===== src/rtl/stbs_pkg.sv =====
// shared types and constants for the sorted table binary search block
// no dependencies
`timescale 1ns / 1ps

package stbs_pkg;

    localparam int TABLE_DEPTH_DEFAULT = 128;
    localparam int KEY_W   = 32;
    localparam int INDEX_W = 7;
    localparam int SIZE_W  = 8;
    localparam int POS_W   = 7;

    typedef enum logic
    {
        OP_WRITE  = 1'b0,
        OP_SEARCH = 1'b1
    } op_t;

    typedef enum logic [1:0]
    {
        ST_IDLE,
        ST_PROBE,
        ST_COMPARE,
        ST_RESULT
    } state_t;

    typedef struct packed
    {
        logic             found;
        logic [POS_W-1:0] position;
    } result_t;

endpackage


===== src/rtl/stbs_mem.sv =====
// table memory: one write port, one read port with registered read data
// depends on stbs_pkg
`timescale 1ns / 1ps

module stbs_mem #(
    parameter int TABLE_DEPTH = stbs_pkg::TABLE_DEPTH_DEFAULT,
    parameter int ADDR_W      = $clog2(TABLE_DEPTH)
) (
    input  logic                               clk,
    input  logic                               we,
    input  logic [ADDR_W-1:0]                  waddr,
    input  logic signed [stbs_pkg::KEY_W-1:0]  wdata,
    input  logic                               re,
    input  logic [ADDR_W-1:0]                  raddr,
    output logic signed [stbs_pkg::KEY_W-1:0]  rdata
);

    logic signed [stbs_pkg::KEY_W-1:0] mem [TABLE_DEPTH];

    always_ff @(posedge clk)
    begin
        if (we)
        begin
            mem[waddr] <= wdata;
        end
    end

    always_ff @(posedge clk)
    begin
        if (re)
        begin
            rdata <= mem[raddr];
        end
    end

endmodule


===== src/rtl/stbs_ctrl.sv =====
// search sequencer: size register, probe window, compare and result register
// depends on stbs_pkg
`timescale 1ns / 1ps

module stbs_ctrl #(
    parameter int TABLE_DEPTH = stbs_pkg::TABLE_DEPTH_DEFAULT,
    parameter int ADDR_W      = $clog2(TABLE_DEPTH),
    parameter int CNT_W       = $clog2(TABLE_DEPTH + 1)
) (
    input  logic                               clk,
    input  logic                               rst_n,
    input  logic                               cfg_we,
    input  logic [stbs_pkg::SIZE_W-1:0]        cfg_wdata,
    input  logic                               in_valid,
    output logic                               in_ready,
    input  logic                               op,
    input  logic [stbs_pkg::INDEX_W-1:0]       entry_index,
    input  logic signed [stbs_pkg::KEY_W-1:0]  entry_value,
    input  logic signed [stbs_pkg::KEY_W-1:0]  search_key,
    output logic                               mem_we,
    output logic [ADDR_W-1:0]                  mem_waddr,
    output logic signed [stbs_pkg::KEY_W-1:0]  mem_wdata,
    output logic                               mem_re,
    output logic [ADDR_W-1:0]                  mem_raddr,
    input  logic signed [stbs_pkg::KEY_W-1:0]  mem_rdata,
    output logic                               out_valid,
    input  logic                               out_ready,
    output stbs_pkg::result_t                  result
);

    stbs_pkg::state_t state_reg, state_next;

    logic [stbs_pkg::SIZE_W-1:0]       size_reg;
    logic [CNT_W-1:0]                  lo_reg, lo_next;
    logic [CNT_W-1:0]                  hi_reg, hi_next;
    logic signed [stbs_pkg::KEY_W-1:0] key_reg, key_next;
    stbs_pkg::result_t                 res_reg, res_next;
    logic                              out_valid_reg, out_valid_next;
    stbs_pkg::result_t                 out_reg, out_next;

    logic              accept;
    logic [31:0]       idx_wide;
    logic [31:0]       size_wide;
    logic [31:0]       size_sat;
    logic [CNT_W:0]    mid_sum;
    logic [CNT_W-1:0]  mid;
    logic [CNT_W-1:0]  mid_inc;
    logic [31:0]       mid_wide;
    logic              load_out;

    // configuration register
    always_ff @(posedge clk or negedge rst_n)
    begin
        if (!rst_n)
        begin
            size_reg <= '0;
        end
        else if (cfg_we)
        begin
            size_reg <= cfg_wdata;
        end
    end

    assign in_ready = (state_reg == stbs_pkg::ST_IDLE);
    assign accept   = in_valid && in_ready;

    // write path straight to the memory
    assign idx_wide  = 32'(entry_index);
    assign mem_we    = accept && (op == stbs_pkg::OP_WRITE) && (idx_wide < 32'(TABLE_DEPTH));
    assign mem_waddr = idx_wide[ADDR_W-1:0];
    assign mem_wdata = entry_value;

    // size saturated to the table depth
    assign size_wide = 32'(size_reg);
    assign size_sat  = (size_wide > 32'(TABLE_DEPTH)) ? 32'(TABLE_DEPTH) : size_wide;

    // midpoint of the window lo .. hi-1
    assign mid_sum   = (CNT_W + 1)'(lo_reg) + (CNT_W + 1)'(hi_reg) - (CNT_W + 1)'(1);
    assign mid       = mid_sum[CNT_W:1];
    assign mid_inc   = mid + CNT_W'(1);
    assign mid_wide  = 32'(mid);
    assign mem_re    = (state_reg == stbs_pkg::ST_PROBE);
    assign mem_raddr = mid[ADDR_W-1:0];

    assign load_out = (state_reg == stbs_pkg::ST_RESULT) && (!out_valid_reg || out_ready);

    always_comb
    begin
        state_next     = state_reg;
        lo_next        = lo_reg;
        hi_next        = hi_reg;
        key_next       = key_reg;
        res_next       = res_reg;
        out_next       = out_reg;
        out_valid_next = out_valid_reg;

        if (out_valid_reg && out_ready)
        begin
            out_valid_next = 1'b0;
        end

        unique case (state_reg)
            stbs_pkg::ST_IDLE:
            begin
                if (accept && (op == stbs_pkg::OP_SEARCH))
                begin
                    key_next = search_key;
                    lo_next  = '0;
                    hi_next  = size_sat[CNT_W-1:0];
                    res_next = '0;
                    if (size_sat == 32'd0)
                    begin
                        state_next = stbs_pkg::ST_RESULT;
                    end
                    else
                    begin
                        state_next = stbs_pkg::ST_PROBE;
                    end
                end
            end
            stbs_pkg::ST_PROBE:
            begin
                state_next = stbs_pkg::ST_COMPARE;
            end
            stbs_pkg::ST_COMPARE:
            begin
                if (key_reg == mem_rdata)
                begin
                    res_next.found    = 1'b1;
                    res_next.position = mid_wide[stbs_pkg::POS_W-1:0];
                    state_next        = stbs_pkg::ST_RESULT;
                end
                else
                begin
                    if (key_reg < mem_rdata)
                    begin
                        hi_next = mid;
                    end
                    else
                    begin
                        lo_next = mid_inc;
                    end
                    if (lo_next >= hi_next)
                    begin
                        state_next = stbs_pkg::ST_RESULT;
                    end
                    else
                    begin
                        state_next = stbs_pkg::ST_PROBE;
                    end
                end
            end
            stbs_pkg::ST_RESULT:
            begin
                if (load_out)
                begin
                    out_next       = res_reg;
                    out_valid_next = 1'b1;
                    state_next     = stbs_pkg::ST_IDLE;
                end
            end
            default:
            begin
                state_next = stbs_pkg::ST_IDLE;
            end
        endcase
    end

    always_ff @(posedge clk or negedge rst_n)
    begin
        if (!rst_n)
        begin
            state_reg     <= stbs_pkg::ST_IDLE;
            out_valid_reg <= 1'b0;
        end
        else
        begin
            state_reg     <= state_next;
            out_valid_reg <= out_valid_next;
        end
    end

    always_ff @(posedge clk)
    begin
        lo_reg  <= lo_next;
        hi_reg  <= hi_next;
        key_reg <= key_next;
        res_reg <= res_next;
        out_reg <= out_next;
    end

    assign out_valid = out_valid_reg;
    assign result    = out_reg;

endmodule


===== src/rtl/sorted_table_binary_search.sv =====
// Write request: taken when idle and written straight to the memory, no response.
// Search request: each probe is a memory read (PROBE), then a compare (COMPARE), at most
// floor(log2(size)) + 1 probes, then the response is registered from RESULT (entered directly
// on an empty table); RESULT waits while a held response is not taken, then returns to idle.
// rst_n clears the size register and control; table contents stay undefined until written.
// top level of the sorted table binary search block; depends on stbs_pkg
`timescale 1ns / 1ps

module sorted_table_binary_search #(
    parameter int TABLE_DEPTH = stbs_pkg::TABLE_DEPTH_DEFAULT
) (
    input  logic                               clk,
    input  logic                               rst_n,
    input  logic                               cfg_we,
    input  logic [stbs_pkg::SIZE_W-1:0]        cfg_wdata,
    input  logic                               in_valid,
    output logic                               in_ready,
    input  logic                               op,
    input  logic [stbs_pkg::INDEX_W-1:0]       entry_index,
    input  logic signed [stbs_pkg::KEY_W-1:0]  entry_value,
    input  logic signed [stbs_pkg::KEY_W-1:0]  search_key,
    output logic                               out_valid,
    input  logic                               out_ready,
    output logic                               found,
    output logic [stbs_pkg::POS_W-1:0]         position
);

    localparam int ADDR_W = $clog2(TABLE_DEPTH);
    localparam int CNT_W  = $clog2(TABLE_DEPTH + 1);

    logic                              mem_we;
    logic [ADDR_W-1:0]                 mem_waddr;
    logic signed [stbs_pkg::KEY_W-1:0] mem_wdata;
    logic                              mem_re;
    logic [ADDR_W-1:0]                 mem_raddr;
    logic signed [stbs_pkg::KEY_W-1:0] mem_rdata;
    stbs_pkg::result_t                 result;

    stbs_ctrl #(
        .TABLE_DEPTH (TABLE_DEPTH),
        .ADDR_W      (ADDR_W),
        .CNT_W       (CNT_W)
    ) u_ctrl (
        .clk         (clk),
        .rst_n       (rst_n),
        .cfg_we      (cfg_we),
        .cfg_wdata   (cfg_wdata),
        .in_valid    (in_valid),
        .in_ready    (in_ready),
        .op          (op),
        .entry_index (entry_index),
        .entry_value (entry_value),
        .search_key  (search_key),
        .mem_we      (mem_we),
        .mem_waddr   (mem_waddr),
        .mem_wdata   (mem_wdata),
        .mem_re      (mem_re),
        .mem_raddr   (mem_raddr),
        .mem_rdata   (mem_rdata),
        .out_valid   (out_valid),
        .out_ready   (out_ready),
        .result      (result)
    );

    stbs_mem #(
        .TABLE_DEPTH (TABLE_DEPTH),
        .ADDR_W      (ADDR_W)
    ) u_mem (
        .clk   (clk),
        .we    (mem_we),
        .waddr (mem_waddr),
        .wdata (mem_wdata),
        .re    (mem_re),
        .raddr (mem_raddr),
        .rdata (mem_rdata)
    );

    assign found    = result.found;
    assign position = result.position;

endmodule


===== config.mk =====
export PLATFORM = sky130hd
export DESIGN_NAME = sorted_table_binary_search
export DESIGN_NICKNAME = d
export VERILOG_FILES = /design/src/rtl/stbs_pkg.sv /design/src/rtl/stbs_mem.sv /design/src/rtl/stbs_ctrl.sv /design/src/rtl/sorted_table_binary_search.sv
export SDC_FILE = /design/constraint.sdc
export NUM_CORES = 2
export LEC_CHECK = 0
export BUFFER_PORTS_ARGS = -buffer_cell sky130_fd_sc_hd__buf_2
export CAP_MARGIN = 20
export CORE_MARGIN = 4
export CORE_UTILIZATION = 60
export DETAILED_ROUTE_END_ITERATION = 16
export GPL_ROUTABILITY_DRIVEN = 0
export GPL_TIMING_DRIVEN = 0
export PLACE_DENSITY_LB_ADDON = 0.12
export SLEW_MARGIN = 20
export SYNTH_ARGS = -nofsm -noshare
export SYNTH_HDL_FRONTEND = slang
export SYNTH_SLANG_ARGS = --single-unit

===== constraint.sdc =====
create_clock -name clk -period 4.75 [get_ports clk]
set_input_delay 0.95 -clock clk [delete_from_list [all_inputs] [get_ports clk]]
set_output_delay 0.95 -clock clk [all_outputs]
set_load 0.02 [all_outputs]

Word-level counts from Yosys, hierarchy flattened --
Memory sizes are Yosys's and may differ from the RTL's. A register that Yosys moved wholly into a read port is not among the register bits. Index checks and enable logic that the tools add are counted.
Cells by class: add/subtract/negate cells 3, magnitude comparators 4, equal/unequal tests 8, multiplexer cells 26, bitwise gates (word level) 1, reductions and logical operators 16
Operator list (count):
- 8-bit 2-to-1 mux | 12
- 8-bit one-hot mux with 2 select lines | 3
- 32-bit equality test | 1
- 32-bit zero test | 1
- 32-bit < comparator | 1
- 2-bit 2-to-1 mux | 5
- 8-bit by 8-bit adder with 9-bit output | 1
- 9-bit by 1-bit subtractor with 9-bit output (second input constant) | 1
- 8-bit by 1-bit adder with 8-bit output (second input constant) | 1
- 8-bit greater-or-equal comparator | 1
- 8-bit > comparator (second input constant) | 1
- 7-bit by 8-bit < comparator with 1-bit output (second input constant) | 1
- 2-bit one-hot mux with 4 select lines | 1
- 1-bit logical AND | 6
- 2-bit AND reduction | 3
- 3-bit AND reduction | 2
- 1-bit 2-to-1 mux | 5
- 2-bit equality test (second input constant) | 2
- 2-bit by 1-bit inequality test with 1-bit output (second input constant) | 2
- 2-bit inequality test (second input constant) | 2
- 2-bit by 1-bit equality test with 1-bit output (second input constant) | 1
- 2-bit zero test | 1
- 2-bit nonzero test | 1
- 1-bit zero test | 1
- other kinds (2) | 2
Storage, ports and cells: register bits after elaboration 75, memory bits (writable) 4096, input port bits 85, output and inout port bits 10, word-level logic and storage cells 69, memories kept 1
Memories:
- u_mem.mem | depth 128, width 32, read ports 1, clocked after Yosys merged registers in 1, wr ports 1, RTL line stbs_mem.sv:18 | logic signed [stbs_pkg::KEY_W-1:0] mem [TABLE_DEPTH];

Logic depth before layout (Yosys ltp) --
depth in word-level cells 10, gate-level depth with buffers 20, depth with buffers taken out 17

Cells and area by module --
From an unflattened synthesis, not the netlist that was laid out.
Second synthesis, totals: cells, all modules 6427, area total of the unflattened synthesis 161338.5 µm²
Modules (own cells, without submodules):
- stbs_mem | times used 1, cells an instance 5990, area each 156596.4 µm², sequential area each 123958.9 µm²
- stbs_ctrl | times used 1, cells an instance 437, area each 4742.0 µm², sequential area each 2197.1 µm²

Worst setup path after synthesis --
No wires, ideal clock.
path type reg-to-reg, from register u_ctrl.hi_reg[0], to register u_ctrl.state_reg[1], setup time 128 ps, data arrival time 3961 ps, data required time 4622 ps, slack 660 ps, cell stages (with the launch flop) 17, path buffers 3, period minus slack after synthesis 4090 ps, cells stage by stage edfxtp_1 or2_2 ha_1 fa_1 a211o_1 and2_1 clkbuf_1 nor2_1 buf_2 clkbuf_1 nor3_1 nor4_1 a21oi_1 ha_1 a21o_1 a211oi_1 o31ai_1
On the way: longest elaborated chain between the ends 10, elaborated cells between the ends (all ways) 13, classes of those cells add/sub (3); order compare (1); mux (9)
RTL lines:
- start: declaration | RTL line stbs_ctrl.sv:35 | logic [CNT_W-1:0] hi_reg, hi_next;
- start signal: assignment | RTL line stbs_ctrl.sv:186 | hi_reg <= hi_next;
- 8-bit by 8-bit adder with 9-bit output | RTL line stbs_ctrl.sv:78 | assign mid_sum = (CNT_W + 1)'(lo_reg) + (CNT_W + 1)'(hi_reg) - (CNT_W + 1)'(1);
- 9-bit by 1-bit subtractor with 9-bit output | RTL line stbs_ctrl.sv:78
- 8-bit by 1-bit adder with 8-bit output | RTL line stbs_ctrl.sv:80 | assign mid_inc = mid + CNT_W'(1);
- 8-bit 2-to-1 mux | RTL line stbs_ctrl.sv:135 | if (key_reg < mem_rdata)
- 8-bit 2-to-1 mux | RTL line stbs_ctrl.sv:127 | if (key_reg == mem_rdata)
- 8-bit 2-to-1 mux | RTL line stbs_ctrl.sv:102 | unique case (state_reg)
- 8-bit greater-or-equal comparator (*) | RTL line stbs_ctrl.sv:143 | if (lo_next >= hi_next)
- 2-bit 2-to-1 mux (*) | RTL line stbs_ctrl.sv:143
- 2-bit 2-to-1 mux (*) | RTL line stbs_ctrl.sv:127
- 2-bit one-hot mux with 4 select lines (*) | RTL line stbs_ctrl.sv:102
- end signal: assignment | RTL line stbs_ctrl.sv:173 | state_reg <= stbs_pkg::ST_IDLE;
- end signal: assignment | RTL line stbs_ctrl.sv:178 | state_reg <= state_next;
- end: declaration | RTL line stbs_ctrl.sv:31 | stbs_pkg::state_t state_reg, state_next;
Mark *: on every way between the ends. The rest lies on a longest branch, timed or not. The select of a mux whose other input is x is not followed. A chain may end at the register's enable or synchronous reset.

Worst setup path in the final report --
from register u_ctrl.hi_reg[0], to register u_mem.rdata[8] (netlist name) (read register of u_mem.mem) (data pin)
On the way: longest elaborated chain between the ends 2
RTL lines:
- 8-bit by 8-bit adder with 9-bit output | RTL line stbs_ctrl.sv:78
- 9-bit by 1-bit subtractor with 9-bit output | RTL line stbs_ctrl.sv:78
- via mem_raddr[1] | RTL line sorted_table_binary_search.sv:35 | logic [ADDR_W-1:0] mem_raddr;
- end: declaration | RTL line stbs_mem.sv:15 | output logic signed [stbs_pkg::KEY_W-1:0] rdata
The timed path passes the listed nets, and every way through them passes these cells.

==> implementation parameters <==
Parameter                              Value

Synth
  Prevailing post-synth register cell ... edfxtp_1
  Synthesized flop and latch total ... 4203
  Post-synth EDFFs ... 4192
  Library cells used by synthesis ... 58
  Average cell area after synthesis ... 22.4 um2
  Area of the mapped netlist ... 163000 um2
  Cells after synthesis ... 7243
  Sequential cell area fraction in the yosys report ... 77.6%
  Syn nets ... 7384
  Top area cells in the synthesized netlist ... edfxtp_1 77%, mux4_2 14%, mux2_2 2.0%
  Post-synth ARST share ... 0.262%
  Library cell occupying the most area in the post-synthesis netlist ... edfxtp_1
  Number of warnings issued by yosys ... 0
  Proportion of netlist area held by the largest area contributor ... 77.4%

Drt
  Overall routed net length ... 442000 um
  Number of detailed-routing iterations run before antenna repair ... 6
  Final ANT Viol Nets ... 0
  DR vias/cell ... 6.84
  Iteration-0 DRC Markers ... 11981
  # DRC ... 0
  Average routed wire per standard cell ... 37.0 um
  Vias after detailed routing ... 81771

Floorplanning
  # IOs ... 95
  Std-Cell Core Area ... 269000 um2
  Overall die width ... 528 um
  Effective utilization at floorplan ... 60.5%
  Die Outline Area ... 279000 um2
  Die height ... 528 um
  Total number of placement rows ... 190

Cells and area
  Number of filler instances in the final layout ... 15552
  Area growth, synth to finish ... 16.7%
  Total number of nets in the final design ... 8162
  Final instance area ... 190000 um2
  Final core area utilization ... 70.5%
  Number of flip-flops under the largest register name ... 4096
  Layout cells sized above 1 ... 34.1%

Timing
  Post-layout min period ... 4.74 ns
  Period utilization ... 99.8%
  Post-route setup slack ... 0.00956 ns
  Final Setup Violations ... 0
  Slew at the pin closest to its max-slew limit ... 1.13 ns
  Relative slew margins ... 24.8%
  Worst-case clock skew ... 0.0550 ns
  Total negative setup slack ... 0 ns
  Pins over their slew limit ... 0
  Final Hold Viols ... 0
  Maximum clock rate ... 211 MHz

Status
  Result of the run ... finished, final reports clean

Setup path
  Critical-path top delay cell ... or4_1
  Combined buffer and inverter count along the critical path ... 3
  Flop-to-flop setup slack ... 0.01 ns
  Crit Reg-Reg Endpoint ... u_mem.rdata[8]
  WS Path Type ... flip-flop to flip-flop
  Largest stage delay on the critical path ... 0.64 ns
  Critical R2R Launch ... u_ctrl.hi_reg[0]
  Critical Path End Type ... flip-flop
  Cell count of the worst reg-to-reg path ... 11
  Data arrival, critical path ... 5.40 ns
  Top fanout value on the critical path ... 10
  Worst Setup Start Kind ... flip-flop
  Req. time, crit path ... 5.41 ns
  Family with the most delay on the worst path ... simple AND/OR/NAND/NOR gates
  Ordered list of cells on the worst path ... or2_2, ha_1, fa_2, buf_6, clkbuf_2, buf_2, mux4_2, mux2_1, o221ai_2, o22ai_4, or4_1

Clock network
  TritonCTS buffer count ... 412
  Clk Tree Root Cell ... clkbuf_16
  Max clock buf depth ... 4
  Clock-pin slew on the worst setup and hold paths ... 0.06 ns
  Clock sinks ... 4203
  H-Tree Level Count ... 5
  Clock insertion delay at the later pin of the skew report ... 0.94 ns
  TritonCTS clock tree ... yes

Min path
  Path category of the worst min-delay check ... input pin to flip-flop
  Launch instance of the worst min-delay path ... search_key[11]
  Hold Crit Endpoint ... u_ctrl.key_reg[11]
  Cell depth of the worst min-delay path ... 1

Global route
  Sum of overflow across all layers after global routing ... 0
  Number of global-route vias before repair ... 80857
  Overall global routing resource usage ... 31.8%
  Antenna violations before repair ... 40
  Global-route wire length before repair ... 621000 um
  Largest net degree at the start of global routing ... 108

Run
  MaxCap Viol Count ... 0

Place
  PortBufs ... 93
  Pre-CTS WS ... -2.21 ns
  Area after DPL ... 173000 um2
  HPWL reported at the end of detailed placement ... 300000 um
cell type report:
| cell class | instances | area [um2] | area share [%] |
|---|---|---|---|
| clock buffer | 512 | 10900 | 5.74 |
| timing repair buffer | 367 | 5820 | 3.07 |
| sequential | 4203 | 126000 | 66.5 |
| tap | 3552 | 4440 | 2.34 |
| buffer | 395 | 2570 | 1.36 |
| antenna | 44 | 110 | 0.0581 |
| clock inverter | 240 | 2310 | 1.22 |
| inverter | 66 | 248 | 0.131 |
| multi-input combinational | 2576 | 37100 | 19.6 |
through the flow:
| stage | cells | hold slack [ns] |
|---|---|---|
| after detailed placement | 11085 | 0.411 |
| final | 11955 | 0.181 |
| after floorplan | 7243 | 0.400 |
| after CTS | 11905 | 0.119 |
| after global routing | 11919 | 0.144 |
| after global placement | 10888 | 0.411 |
logic make-up (layout without fill, tap and decap cells):
family	after synthesis	in the layout	synth area share, %
AO/OA/AOI/OAI	535	535	2.19
XOR/XNOR	9	9	0.0485
adder cells (fa/ha/maj)	56	56	0.436
buffers and inverters	464	1580	1.19
flip-flops	4203	4203	77.6
multiplexers	1420	1420	16.9
other	0	44	0
AND/OR/NAND/NOR	556	556	1.61
routing by layer:
metal  track usage, %  share of wire (%)  vias to the layer above
li1                 -                  -                    32464
met1             43.9                 36                    43400
met2             50.3                 49                     4984
met3             6.11                9.7                      909
met4             14.6                5.3                       14
met5                0              0.019                        -
worst max-delay path by stage:
stage / start / end / slack (ns) / depth (start not counted)
after CTS: u_ctrl.hi_reg[0] / u_mem.rdata[12] / -0.04 / 12
after global routing: u_ctrl.hi_reg[1] / u_mem.rdata[24] / -0.01 / 14
after global placement: u_ctrl.hi_reg[0] / u_mem.rdata[5] / -2.50 / 11
after floorplan: u_ctrl.hi_reg[0] / u_ctrl.state_reg[1] / 0.66 / 16
final: u_ctrl.hi_reg[0] / u_mem.rdata[8] / 0.01 / 11
after detailed placement: u_ctrl.hi_reg[0] / u_mem.rdata[30] / -2.21 / 14
layout by cell type, fill, tap and decap left out, types with 86 or more instances in the layout:
master,n
a21oi_1,120
clkinv_1,99
edfxtp_1,4192
nand2_1,153
clkbuf_16,421
mux2_2,285
buf_2,131
mux4_2,1028
clkbuf_1,174
buf_4,129
buf_16,105
clkbuf_2,86
nor2_4,129
synth_stat cells, types with 7 or more instances:
| library cell | instances |
|---|---|
| edfxtp_1 | 4192 |
| mux4_2 | 1028 |
| mux2_2 | 285 |
| clkbuf_1 | 241 |
| nand2_1 | 159 |
| nor2_1 | 157 |
| buf_2 | 143 |
| a21oi_1 | 121 |
| o22ai_1 | 93 |
| nor3_1 | 80 |
| o21ai_0 | 77 |
| a211oi_1 | 71 |
| mux2i_1 | 71 |
| inv_1 | 66 |
| o211ai_1 | 64 |
| and3_1 | 63 |
| o221ai_1 | 62 |
| ha_1 | 55 |
| mux2_1 | 36 |
| or4_1 | 31 |
| nand3_1 | 16 |
| a21o_1 | 14 |
| buf_1 | 11 |
| dfrtp_1 | 11 |
| and2_1 | 10 |
| nand4_1 | 10 |
| nor2b_1 | 10 |
| a221o_1 | 7 |
timing repair:
action	4_1_cts	5_1_grt
setup buffers	70	6
hold endpoints to repair	11	0
cloned	0	0
hold buffers	1	0
gates resized for setup	497	135
pin swaps	58	15
setup endpoints to repair	42	33
Power is left out: the tool's default activity adds up to more than one toggle a clock period on the data nets, which glitch-free logic cannot reach.
